$ cat src/hw/rtl/tuh_pkg.sv
package tuh_pkg;

  // Command codes carried by an input transaction.
  localparam logic [1:0] CMD_HEADER = 2'd0;
  localparam logic [1:0] CMD_ITEM   = 2'd1;
  localparam logic [1:0] CMD_FOLLOW = 2'd2;
  localparam logic [1:0] CMD_TICK   = 2'd3;

  // Autopilot status codes.
  localparam logic [1:0] STATUS_SUCCEED   = 2'd0;
  localparam logic [1:0] STATUS_EXECUTING = 2'd1;
  localparam logic [1:0] STATUS_FULL      = 2'd2;
  localparam logic [1:0] STATUS_EMPTY     = 2'd3;

  // Acknowledge codes.
  localparam logic [1:0] ACK_OK        = 2'd0;
  localparam logic [1:0] ACK_BUSY      = 2'd1;
  localparam logic [1:0] ACK_IDX_ERR   = 2'd2;
  localparam logic [1:0] ACK_LIST_EMPTY = 2'd3;

  // Axis codes.
  localparam logic [1:0] AXIS_X   = 2'd0;
  localparam logic [1:0] AXIS_Y   = 2'd1;
  localparam logic [1:0] AXIS_Z   = 2'd2;
  localparam logic [1:0] AXIS_YAW = 2'd3;

  localparam logic [15:0] TIMEOUT_RESET = 16'd5000;
  localparam logic [15:0] IDLE_MAX      = 16'hFFFF;

  typedef struct packed {
    logic [1:0] cmd;
    logic [7:0] segment_count;
    logic       z_axis_on;
    logic       yaw_axis_on;
    logic [7:0] segment_index;
    logic [1:0] axis_kind;
    logic       stop_request;
    logic       loop_option;
    logic [1:0] autopilot_status;
  } in_item_t;

  typedef struct packed {
    logic       ack_valid;
    logic [1:0] ack_code;
    logic       store_valid;
    logic [1:0] store_axis;
    logic [7:0] store_slot;
    logic       abort_config;
    logic       follow_valid;
    logic       follow_stop;
    logic       follow_loop;
    logic       receiving_now;
    logic       upload_done;
    logic [7:0] expected_index;
  } out_item_t;

endpackage

$ cat src/hw/rtl/tuh_core.sv
module tuh_core (
  input  logic              clk,
  input  logic              rst_n,
  input  logic              step_en,
  input  tuh_pkg::in_item_t item,
  input  logic [15:0]       timeout_ticks,
  output tuh_pkg::out_item_t result
);

  logic        open_r, open_nxt;
  logic        done_r, done_nxt;
  logic        z_use_r, z_use_nxt;
  logic        yaw_use_r, yaw_use_nxt;
  logic [7:0]  count_r, count_nxt;
  logic [7:0]  next_seg_r, next_seg_nxt;
  logic [3:0]  seen_r, seen_nxt;
  logic [15:0] idle_r, idle_nxt;

  always_comb begin
    logic [3:0]  seen_set;
    logic        seg_complete;
    logic [15:0] idle_inc;

    open_nxt     = open_r;
    done_nxt     = done_r;
    z_use_nxt    = z_use_r;
    yaw_use_nxt  = yaw_use_r;
    count_nxt    = count_r;
    next_seg_nxt = next_seg_r;
    seen_nxt     = seen_r;
    idle_nxt     = idle_r;
    result       = '0;

    seen_set     = seen_r | (4'b0001 << item.axis_kind);
    seg_complete = seen_set[tuh_pkg::AXIS_X] && seen_set[tuh_pkg::AXIS_Y] &&
                   (seen_set[tuh_pkg::AXIS_Z] || !z_use_r) &&
                   (seen_set[tuh_pkg::AXIS_YAW] || !yaw_use_r);
    idle_inc     = (idle_r < tuh_pkg::IDLE_MAX) ? idle_r + 16'd1 : idle_r;

    case (item.cmd)
      tuh_pkg::CMD_HEADER: begin
        idle_nxt     = '0;
        z_use_nxt    = item.z_axis_on;
        yaw_use_nxt  = item.yaw_axis_on;
        count_nxt    = item.segment_count;
        seen_nxt     = '0;
        done_nxt     = 1'b0;
        open_nxt     = 1'b1;
        next_seg_nxt = '0;
        if (item.autopilot_status == tuh_pkg::STATUS_SUCCEED) begin
          result.ack_valid = 1'b1;
          result.ack_code  = tuh_pkg::ACK_OK;
        end else if (item.autopilot_status == tuh_pkg::STATUS_EXECUTING) begin
          result.ack_valid = 1'b1;
          result.ack_code  = tuh_pkg::ACK_BUSY;
        end
      end
      tuh_pkg::CMD_ITEM: begin
        if (open_r) begin
          idle_nxt = '0;
          if (item.segment_index != next_seg_r) begin
            result.ack_valid = 1'b1;
            result.ack_code  = tuh_pkg::ACK_IDX_ERR;
          end else begin
            result.store_valid = 1'b1;
            result.store_axis  = item.axis_kind;
            result.store_slot  = next_seg_r;
            if (item.autopilot_status == tuh_pkg::STATUS_SUCCEED) begin
              result.ack_valid = 1'b1;
              result.ack_code  = tuh_pkg::ACK_OK;
            end else if (item.autopilot_status == tuh_pkg::STATUS_EXECUTING) begin
              result.ack_valid = 1'b1;
              result.ack_code  = tuh_pkg::ACK_BUSY;
            end
            if (seg_complete) begin
              next_seg_nxt = next_seg_r + 8'd1;
              seen_nxt     = '0;
            end else begin
              seen_nxt = seen_set;
            end
            if (next_seg_nxt >= count_r) begin
              done_nxt = 1'b1;
            end
          end
        end
      end
      tuh_pkg::CMD_FOLLOW: begin
        result.follow_valid = 1'b1;
        result.follow_stop  = item.stop_request;
        result.follow_loop  = !item.stop_request && item.loop_option;
        case (item.autopilot_status)
          tuh_pkg::STATUS_SUCCEED: begin
            result.ack_valid = 1'b1;
            result.ack_code  = tuh_pkg::ACK_OK;
          end
          tuh_pkg::STATUS_EXECUTING: begin
            result.ack_valid = 1'b1;
            result.ack_code  = tuh_pkg::ACK_BUSY;
          end
          tuh_pkg::STATUS_EMPTY: begin
            result.ack_valid = 1'b1;
            result.ack_code  = tuh_pkg::ACK_LIST_EMPTY;
          end
          default: begin
            result.ack_valid = 1'b0;
          end
        endcase
      end
      default: begin
        // Time tick: only an open or finished session counts silence.
        if (open_r || done_r) begin
          idle_nxt = idle_inc;
          if (idle_inc >= timeout_ticks) begin
            result.abort_config = !done_r;
            open_nxt     = 1'b0;
            done_nxt     = 1'b0;
            z_use_nxt    = 1'b0;
            yaw_use_nxt  = 1'b0;
            count_nxt    = '0;
            next_seg_nxt = '0;
            seen_nxt     = '0;
            idle_nxt     = '0;
          end
        end
      end
    endcase

    result.receiving_now  = open_nxt;
    result.upload_done    = done_nxt;
    result.expected_index = next_seg_nxt;
  end

  always_ff @(posedge clk) begin
    if (!rst_n) begin
      open_r     <= 1'b0;
      done_r     <= 1'b0;
      z_use_r    <= 1'b0;
      yaw_use_r  <= 1'b0;
      count_r    <= '0;
      next_seg_r <= '0;
      seen_r     <= '0;
      idle_r     <= '0;
    end else if (step_en) begin
      open_r     <= open_nxt;
      done_r     <= done_nxt;
      z_use_r    <= z_use_nxt;
      yaw_use_r  <= yaw_use_nxt;
      count_r    <= count_nxt;
      next_seg_r <= next_seg_nxt;
      seen_r     <= seen_nxt;
      idle_r     <= idle_nxt;
    end
  end

endmodule

$ cat src/hw/rtl/trajectory_upload_handshake.sv
// An accepted input transaction passes through the input register and then the result
// register before out_valid. Throughput: one transaction per cycle while out_ready stays
// high; the input register and the result register each advance whenever the stage after
// them is empty or drained in the same cycle.
// Reset (rst_n low at a clock edge): the session state clears, both stages empty,
// and the timeout register returns to 5000 ticks.
module trajectory_upload_handshake (
  input  logic               clk,
  input  logic               rst_n,
  input  logic               in_valid,
  output logic               in_ready,
  input  tuh_pkg::in_item_t  in_data,
  output logic               out_valid,
  input  logic               out_ready,
  output tuh_pkg::out_item_t out_data,
  input  logic               cfg_we,
  input  logic [15:0]        cfg_wdata
);

  // Timeout register. SW must write it only while no transaction is in flight; unchecked.
  logic [15:0] timeout_r;

  // Input register stage.
  logic              s1_valid_r;
  tuh_pkg::in_item_t s1_item_r;

  // Result register stage.
  logic               out_valid_r;
  tuh_pkg::out_item_t out_item_r;
  tuh_pkg::out_item_t step_result;

  logic out_adv;
  logic step_en;

  // The result register can take a new transaction when it is empty or being drained.
  assign out_adv  = !out_valid_r || out_ready;
  // The session state advances exactly when a transaction moves into the result register.
  assign step_en  = s1_valid_r && out_adv;
  assign in_ready = !s1_valid_r || out_adv;

  always_ff @(posedge clk) begin
    if (!rst_n) begin
      timeout_r <= tuh_pkg::TIMEOUT_RESET;
    end else if (cfg_we) begin
      timeout_r <= cfg_wdata;
    end
  end

  always_ff @(posedge clk) begin
    if (!rst_n) begin
      s1_valid_r  <= 1'b0;
      out_valid_r <= 1'b0;
    end else begin
      if (in_ready) begin
        s1_valid_r <= in_valid;
      end
      if (out_adv) begin
        out_valid_r <= s1_valid_r;
      end
    end
  end

  always_ff @(posedge clk) begin
    if (in_valid && in_ready) begin
      s1_item_r <= in_data;
    end
    if (step_en) begin
      out_item_r <= step_result;
    end
  end

  // Session state and the per-transaction decision logic.
  tuh_core u_core (
    .clk           (clk),
    .rst_n         (rst_n),
    .step_en       (step_en),
    .item          (s1_item_r),
    .timeout_ticks (timeout_r),
    .result        (step_result)
  );

  assign out_valid = out_valid_r;
  assign out_data  = out_item_r;

endmodule
$ cat config.mk
export PLATFORM = sky130hd
export DESIGN_NAME = trajectory_upload_handshake
export DESIGN_NICKNAME = d
export VERILOG_FILES = /design/src/hw/rtl/tuh_pkg.sv /design/src/hw/rtl/tuh_core.sv /design/src/hw/rtl/trajectory_upload_handshake.sv
export SDC_FILE = /design/constraint.sdc
export NUM_CORES = 1
export LEC_CHECK = 0
export ABC_AREA = 0
export BUFFER_PORTS_ARGS = -buffer_cell sky130_fd_sc_hd__buf_2
export CELL_PAD_IN_SITES_DETAIL_PLACEMENT = 1
export CELL_PAD_IN_SITES_GLOBAL_PLACEMENT = 2
export CORE_ASPECT_RATIO = 1.4
export CORE_UTILIZATION = 30
export CTS_CLUSTER_DIAMETER = 200
export DETAILED_ROUTE_END_ITERATION = 10
export GPL_TIMING_DRIVEN = 0
export PLACE_DENSITY_LB_ADDON = 0.1
export SLEW_MARGIN = 20
export SYNTH_ARGS = -nofsm -noshare
export SYNTH_HDL_FRONTEND = slang
export SYNTH_SLANG_ARGS = --single-unit
$ cat constraint.sdc
create_clock -name clk -period 4.6 [get_ports clk]
set_input_delay 0.46 -clock clk [delete_from_list [all_inputs] [get_ports clk]]
set_output_delay 0.46 -clock clk [all_outputs]
set_load 0.01 [all_outputs]
==> flow_summary.toml, run 1 <==
[outcome]
status = "finished clean"

[floorplan]
start_util = 0.306
rows = 60
die_h_um = 167
die_w_um = 120
die_area_mm2 = 0.0201
ios = 77
core-area_mm2 = 0.0191

[sta]
worst_pin_slew_ns = 0.732
finalSetupViolations = 0
slew_headroom = 0.508
timing.fmax_ghz = 0.247
fin_crit_sh = 0.881
hold_violations = 0
slew_viol_final = 0
fin_crit_ns = 4.05
rsz0062_at_grt = "false"
clock_skew_ns = 0.00680
tns_ns = 0

[power]
seqPwrFrac = 0.529
p_sw_frac = 0.256
irDropWorstVdd_mv = 0.159
p_clk_frac = 0.386
switchingPower_uw = 531
p_per_area_mw_per_mm2 = 303
power_frac_comb = 0.085
internal_power_mw = 1.54
p_leak_nw = 2.54

[final_layout]
area_growth_pct = 17.0
drive_gt1_frac = 0.190
nNetsFinal = 762
num_antenna_cells = 0
final_area_mm2 = 0.00685
finalNonFillerCells = 938

[critical_path]
path_max_fanout = 7
critPathKind = "flip-flop to flip-flop"
cpMostUsedCell = "ha_1"
worstSetupEndpointType = "flip-flop"
path_cells = "ha_1 > nand2_1 > nor2_1 > nand3_1 > xnor2_1 > ha_1 > nand4_1 > o41ai_1 > o21ai_2 > o21ai_1 > a31oi_1"
required_ns = 4.69
crit_slowest_cell = "o41ai_1"
crit_path_start_kind = "flip-flop"
worstPathArrival_ns = 4.14
max_stage_delay_ns = 0.63

[flow_run]
cap_violations = 0

[min_path]
hold_class = "input pin to flip-flop"

[detailed_routing]
antenna_left = 0
drc = 0
wire_per_inst_um = 18.9
vias_per_cell = 5.21
firstDrtPassIters = 4
wl_um = 17800
vias = 4888
first_iter_violations = 167

[clock_tree]
clkSinkCount = 112
clkTransAtPathRegs_ns = 0.08
post-cts-setup-buffers = 0
cts_max_level = 3
postCtsHoldBufs = 0
cts_max_path_buffers = 2
cts_resized = 0
numCtsBuffers = 9
cts_tree = "yes"
clock_latency_ns = 0.37
cts-root-buf = "clkbuf_16"

[logic_synthesis]
synth-edff-count = 54
ys_types = 68
ys_seq_area_frac = 0.475
ys.flop_type = "dfxtp_1"
syn-num-nets = 675
synthArstFlopShare = 0
yosysWarnings = 0
postSynthCellCount = 598
synth.avg_cell_area_um2 = 9.79
syn_area_mm2 = 0.00585
ys_ff_latch = 112

[global_routing]
grt_pass1_wl_um = 27800
first_global_vias = 5300
grtUsageTotal = 0.183
grt_overflow = 0
grt_start_max_net_pins = 29
grt_antenna_before_repair = 0

[placed_design]
place_hpwl_um = 13800
routabilityCongestion = 0.852
numPortBuffers = 76
place_area_mm2 = 0.00655
dpl.cell_count = 922
-- registers in the layout (all words and copies together) (netlist names) --
register           cells
u_core.z_use_r         1
u_core.next_seg_r      8
out_data              28
u_core.yaw_use_r       1
u_core.count_r         8
u_core.idle_r         16
u_core.done_r          1
u_core.seen_r          4
timeout_r             16
u_core.open_r          1
s1_valid_r             1
out_valid              1
s1_item_r             26
-- worst paths after layout --
kind	start	endpoint	slack (ns)	cells past startpoint
min	in_data[13]	s1_item_r[13]$_DFFE_PP_	0.27	1
min reg2reg	u_core.count_r[0]$_SDFFE_PN0P_	u_core.count_r[0]$_SDFFE_PN0P_	0.48	2
max	u_core.idle_r[0]$_SDFFE_PN0P_	out_data[5]$_DFFE_PP_	0.55	11
max reg2reg	u_core.idle_r[0]$_SDFFE_PN0P_	out_data[5]$_DFFE_PP_	0.55	11
-- critical path: cells and delay by family (launching register included) --
kind	cells	cell delay (ns)
compound gates	4	1.48
xor+xnor	1	0.19
fa+ha+maj	2	0.60
simple gates	4	1.09
flops	1	0.42
-- area by class of cell --
cell class                      instances  area (µm²)
Clock inverter                          6        56.3
Tap cell                              248         310
Buffer                                 29         143
Fill cell                            2242       12300
Multi-Input combinational cell        414        2780
Sequential cell                       112        2780
Inverter                               43         161
Clock buffer                           10         239
Timing Repair Buffer                   76         380
-- metal layers --
metal | track usage | vias to the layer above | part of all wire
met4 | 0.0810 | 0 | 0.024
li1 | - | 2372 | -
met5 | 0 | - | 0
met3 | 0.0221 | 25 | 0.015
met2 | 0.371 | 59 | 0.58
met1 | 0.181 | 2432 | 0.38
-- synth_stat cells (13+ instances only) --
cell      instances  area, µm²
nand4_1          20        125
a31oi_1          21        131
xnor2_1          23        201
edfxtp_1         54       1620
nor2_1           35        131
o21ai_0          15       75.1
nand3_1          34        170
ha_1             30        375
dfxtp_1          58       1160
mux2i_1          13        130
a21oi_1          33        165
nor3_1           19       95.1
inv_1            42        158
nand2_1          48        180
-- metrics by stage --
| step | worst slack, ns | power, mW | util | hold slack (ns) |
|---|---|---|---|---|
| after floorplan | 1.36 | 1.22 | - | 0.428 |
| after global placement | 0.407 | 1.29 | 0.342 | 0.457 |
| after detailed placement | 0.295 | 1.30 | 0.342 | 0.470 |
| after CTS | 0.279 | 2.11 | 0.358 | 0.252 |
| after global routing | 0.120 | 2.16 | 0.358 | 0.253 |
| final | 0.546 | 2.07 | 0.358 | 0.266 |
-- cell families after synthesis --
kind of cell               synth area share
AOI/OAI and AO/OA                     0.148
and+or+nand+nor                       0.195
buffers and inverters                0.0519
DFF                                   0.475
muxes                                0.0280
xor gates and xnor gates             0.0374
adders and majority gates            0.0641
-- cells in the final DEF, fill, tap and decap left out, drive strengths merged, types with 16 or more instances in the layout --
| cell | n |
|---|---|
| a21oi | 33 |
| edfxtp | 54 |
| buf | 92 |
| nand2 | 48 |
| nor2 | 35 |
| nor3 | 21 |
| a31oi | 22 |
| nand3 | 35 |
| ha | 30 |
| xnor2 | 23 |
| inv | 47 |
| dfxtp | 58 |
| o21ai | 16 |
| clkbuf | 23 |
| nand4 | 21 |
-- power by group through the flow --
stage                     Sequential (mW)  Clock [mW]  Combinational (mW)
final                                1.10       0.801               0.176
after global routing                 1.10       0.866               0.195
after global placement               1.12           0               0.173
after CTS                            1.10       0.834               0.180
after floorplan                      1.12           0              0.0982
after detailed placement             1.12           0               0.180
Note: power is estimated with default switching activity, not from simulation.
==> run 2, diff against run 1 <==
--- a/config.mk
+++ b/config.mk
@@ -9,7 +9,7 @@
 export BUFFER_PORTS_ARGS = -buffer_cell sky130_fd_sc_hd__buf_2
 export CELL_PAD_IN_SITES_DETAIL_PLACEMENT = 1
 export CELL_PAD_IN_SITES_GLOBAL_PLACEMENT = 2
-export CORE_ASPECT_RATIO = 1.4
+export CORE_ASPECT_RATIO = 1.1
 export CORE_UTILIZATION = 30
 export CTS_CLUSTER_DIAMETER = 200
 export DETAILED_ROUTE_END_ITERATION = 10
==> constraint.sdc (replaced) <==
create_clock -name clk -period 4.3 [get_ports clk]
set_input_delay 0.43 -clock clk [delete_from_list [all_inputs] [get_ports clk]]
set_output_delay 0.43 -clock clk [all_outputs]
set_load 0.01 [all_outputs]
==> run 2 against run 1 <==
  * First-iteration DRC count is 26% higher
  * Sequential cell count stayed put
  * Die area hardly changed
==> flow_summary.toml, run 2 (synthesized netlist as in run 1, its figures left out) <==
[placed_design]
numPortBuffers = 76
place_hpwl_um = 13300
dpl.cell_count = 921
routabilityCongestion = 0.804

[final_layout]
finalNonFillerCells = 937
drive_gt1_frac = 0.193
most-common-layout-cells = "buf_2, dfxtp_1, edfxtp_1"
num_antenna_cells = 0
nNetsFinal = 762
largest_register_ffs = 28
area_growth_pct = 17.1
final_common_cell = "buf_2"

[floorplan]
core-area_mm2 = 0.0191
start_util = 0.306
die_h_um = 148
die_area_mm2 = 0.0201
ios = 77
rows = 53
die_w_um = 135

[detailed_routing]
first_iter_violations = 211
vias = 4882
vias_per_cell = 5.21
antenna_left = 0
firstDrtPassIters = 4
drc = 0
wl_um = 17400
wire_per_inst_um = 18.6

[sta]
finalSetupViolations = 0
timing.fmax_ghz = 0.249
tns_ns = 0
fin_crit_ns = 4.01
worst_pin_slew_ns = 1.00
rsz0062_at_grt = "false"
fin_crit_sh = 0.933
slew_viol_final = 0
slew_headroom = 0.327
clock_skew_ns = 0.00780
hold_violations = 0

[power]
power_frac_comb = 0.086
p_leak_nw = 2.55
internal_power_mw = 1.65
seqPwrFrac = 0.530
p_per_area_mw_per_mm2 = 323
switchingPower_uw = 567
p_clk_frac = 0.384
p_sw_frac = 0.256
irDropWorstVdd_mv = 0.167

[critical_path]
path_cells = "nand4_1 > nor4_2 > nand3_2 > xnor2_1 > ha_1 > nand2b_1 > a2111oi_1 > o41ai_2 > o21ai_2 > buf_4 > nor2_1 > a211oi_1"
path_delay_family = "compound AO/OA/AOI/OAI gates"
worstPathArrival_ns = 4.15
worstSetupEndpointType = "flip-flop"
critPathKind = "flip-flop to flip-flop"
crit_slowest_cell = "a2111oi_1"
critPathBufInv = 1
required_ns = 4.44
max_stage_delay_ns = 0.62
path_max_fanout = 10
crit_path_start_kind = "flip-flop"

[global_routing]
grtUsageTotal = 0.183
first_global_vias = 5126
grt_antenna_before_repair = 0
grt_overflow = 0
grt_start_max_net_pins = 29
grt_pass1_wl_um = 27700

[clock_tree]
cts_tree = "yes"
clkTransAtPathRegs_ns = 0.08
numCtsBuffers = 9
cts_max_level = 3
postCtsHoldBufs = 0
cts_max_path_buffers = 2
clock_latency_ns = 0.36
cts-root-buf = "clkbuf_16"
clkSinkCount = 112

[min_path]
hold_class = "input pin to flip-flop"

[outcome]
status = "finished clean"

[flow_run]
cap_violations = 0
run 2: cell type report:
class | instances | area, µm²
multi-input cells | 414 | 2790
well taps | 247 | 309
fillers | 2219 | 12200
repair buffers | 76 | 380
clock buffers | 10 | 239
inverters | 43 | 161
plain buffers | 29 | 143
clock inverters | 6 | 51.3
flip-flops and latches | 112 | 2780
run 2: metrics by stage:
| step | hold WS [ns] | setup WS, ns | total power [mW] | area, µm² | util |
|---|---|---|---|---|---|
| detailed placement | 0.463 | 0.0111 | 1.39 | 6550 | 0.343 |
| CTS | 0.225 | 0.222 | 2.25 | 6840 | 0.358 |
| finish | 0.239 | 0.289 | 2.21 | 6850 | 0.359 |
| global placement | 0.461 | 0.0780 | 1.38 | 6540 | 0.343 |
| global route | 0.225 | 0.0153 | 2.31 | 6850 | 0.359 |
| floorplan | 0.428 | 1.06 | 1.31 | 5850 | - |
run 2: final timing paths:
path | cells past startpoint | slack, ns | endpoint | startpoint
worst max-delay path | 12 | 0.29 | out_data[8]$_DFFE_PP_ | u_core.idle_r[15]$_SDFFE_PN0P_
worst min-delay path | 1 | 0.24 | s1_item_r[7]$_DFFE_PP_ | in_data[7]
worst max register to register | 12 | 0.29 | out_data[8]$_DFFE_PP_ | u_core.idle_r[15]$_SDFFE_PN0P_
worst min register to register | 2 | 0.47 | u_core.count_r[7]$_SDFFE_PN0P_ | u_core.count_r[7]$_SDFFE_PN0P_
run 2: worst register-to-register path: stages, from the launching register on:
cell	delay (ns)
dfxtp_1	0.45
nand4_1	0.16
nor4_2	0.52
nand3_2	0.25
xnor2_1	0.22
ha_1	0.24
nand2b_1	0.14
a2111oi_1	0.62
o41ai_2	0.21
o21ai_2	0.30
buf_4	0.25
nor2_1	0.08
a211oi_1	0.35
run 2: power groups by stage:
stage / clock (mW) / combinational [mW] / sequential (mW)
after detailed placement: 0 / 0.192 / 1.20
final: 0.850 / 0.190 / 1.17
after global routing: 0.921 / 0.211 / 1.18
after floorplan: 0 / 0.105 / 1.20
after CTS: 0.881 / 0.193 / 1.17
after global placement: 0 / 0.186 / 1.20
run 2: metal layers:
metal | global-route usage | vias to the layer above | wire [µm]
li1 | - | 2380 | -
met5 | 0 | - | 0
met1 | 0.206 | 2435 | 7210
met4 | 0.0522 | 0 | 218
met3 | 0.0293 | 14 | 374
met2 | 0.349 | 53 | 9600
run 2: timing repair:
action,CTS,global route
resized for setup,1,3
setup buffers,0,0
setup endpoints to repair,2,5
cloned,0,0
endpoints found under the hold margin,0,0
==> run 3, diff against run 2 <==
--- a/config.mk
+++ b/config.mk
@@ -10,6 +10,7 @@
 export CELL_PAD_IN_SITES_DETAIL_PLACEMENT = 1
 export CELL_PAD_IN_SITES_GLOBAL_PLACEMENT = 2
 export CORE_ASPECT_RATIO = 1.1
+export CORE_MARGIN = 2
 export CORE_UTILIZATION = 30
 export CTS_CLUSTER_DIAMETER = 200
 export DETAILED_ROUTE_END_ITERATION = 10
==> run 3 against run 2 <==
  * Clock skew up 0.0042 ns
  * Non-clock buffer count unchanged
  * Sequential cell count unchanged
  * Routed wire length up 0.13%
  * Final area up 0.13%
  * Largest power group unchanged
  * Clock power up 4.7%
  * Maximum frequency down 0.51%
  * Combinational power about the same
  * Worst hold slack worse by 0.0012 ns
  * Register-to-register slack worse by 0.02 ns
  * Worst setup slack worse by 0.020 ns
  * Via count down 0.98%
==> flow_summary.toml, run 3 (synthesized netlist as in run 1, its figures left out) <==
[detailed_routing]
vias_per_cell = 5.16
vias = 4834
drc = 0
antenna_left = 0
wire_per_inst_um = 18.6
first_iter_violations = 197
firstDrtPassIters = 4
wl_um = 17400

[sta]
slew_headroom = 0.376
worst_pin_slew_ns = 0.929
hold_violations = 0
rsz0062_at_grt = "true"
finalSetupViolations = 0
clock_skew_ns = 0.0120
fin_crit_ns = 4.03
fin_crit_sh = 0.938
slew_viol_final = 0
tns_ns = 0
timing.fmax_ghz = 0.248

[final_layout]
num_antenna_cells = 0
final_area_mm2 = 0.00686
largest_register_ffs = 28
nNetsFinal = 762
drive_gt1_frac = 0.188
fin_util = 0.359
final_common_cell = "buf_2"
area_growth_pct = 17.3
most-common-layout-cells = "buf_2, dfxtp_1, edfxtp_1"

[flow_run]
cap_violations = 0

[clock_tree]
clkSinkCount = 112
cts_tree = "yes"
clkTransAtPathRegs_ns = 0.08
post-cts-setup-buffers = 0
clock_latency_ns = 0.36
cts_max_level = 3
cts_max_path_buffers = 2
postCtsHoldBufs = 0
cts-root-buf = "clkbuf_16"
numCtsBuffers = 9

[critical_path]
crit_slowest_cell = "o41ai_1"
max_stage_delay_ns = 0.63
worstSetupEndpointType = "flip-flop"
rrSetupSlack_ns = 0.27
crit_path_start_kind = "flip-flop"
required_ns = 4.37
critPathKind = "flip-flop to flip-flop"
cpMostUsedCell = "ha_1"
crit_path_start = "u_core.idle_r[0]$_SDFFE_PN0P_"
worstPathArrival_ns = 4.10
r2r-start = "u_core.idle_r[0]$_SDFFE_PN0P_"
path_max_fanout = 7
path_cells = "ha_1 > nand2_1 > nor2_1 > nand3_1 > xnor2_1 > ha_1 > nand4_1 > o41ai_1 > o21ai_2 > o21ai_1 > a31oi_1"
reg2regPathDepth = 11

[placed_design]
routabilityCongestion = 0.830
numPortBuffers = 76
place_hpwl_um = 13300
place_area_mm2 = 0.00655

[global_routing]
grt_start_max_net_pins = 29
grt_antenna_before_repair = 0
grt_overflow = 0
first_global_vias = 5157
grt_pass1_wl_um = 27600
grtUsageTotal = 0.176

[power]
irDropWorstVdd_mv = 0.178
p_leak_nw = 2.55
p_per_area_mw_per_mm2 = 328

[floorplan]
ios = 77
die_area_mm2 = 0.0206
start_util = 0.306
core-area_mm2 = 0.0191
rows = 53
die_h_um = 150
die_w_um = 137

[min_path]
whs_path_depth = 1
hp-start = "in_data[14]"
hold_class = "input pin to flip-flop"

[outcome]
status = "finished clean"
==> run 3: area by class of cell <==
class,count,area [µm²]
plain buffers,29,143
flip-flops and latches,112,2780
clock inverters,7,88.8
multi-input cells,414,2770
clock buffers,9,225
fillers,2242,12200
repair buffers,76,380
well taps,247,309
inverters,43,161
==> run 3: per-layer routing <==
| metal | wire, µm | global-route usage | vias to the layer above |
|---|---|---|---|
| li1 | - | - | 2360 |
| met1 | 7290 | 0.200 | 2386 |
| met2 | 9530 | 0.336 | 66 |
| met3 | 359 | 0.0279 | 22 |
| met4 | 259 | 0.0479 | 0 |
| met5 | 0 | 0 | - |
==> run 3: power breakdown <==
group          leakage (nW)  switching [mW]  internal, mW
clock                 0.155           0.425         0.465
sequential            0.990          0.0164          1.16
combinational          1.41           0.119        0.0701
==> run 3: critical path: cells and delay by family, from the launching register on <==
kind                     cells  cell delay [ns]
AO/OA/AOI/OAI                4             1.50
AND/OR/NAND/NOR              4             1.00
adder cells (fa/ha/maj)      2             0.62
flip-flops                   1             0.44
XOR/XNOR                     1             0.19
==> run 3: through the flow <==
step                hold WS [ns]  setup WS (ns)  std cells  power [mW]
finish                     0.238          0.269        937        2.25
global placement           0.459         0.0881        921        1.38
CTS                        0.225          0.239        937        2.29
floorplan                  0.428           1.06        598        1.31
detailed placement         0.463        -0.0104        921        1.39
global route               0.222      -0.000492        937        2.35
==> run 3: repair_timing <==
item                                    4_1_cts  5_1_grt
endpoints found under the setup margin        1        1
cloned                                        0        0
resized for setup                             1        0
==> run 3: path summary, 6_finish.rpt <==
| path | to |
|---|---|
| worst max-delay path | out_data[3]$_DFFE_PP_ |
| worst min-delay path | s1_item_r[14]$_DFFE_PP_ |
| worst min register to register | u_core.count_r[7]$_SDFFE_PN0P_ |
| worst max register to register | out_data[3]$_DFFE_PP_ |
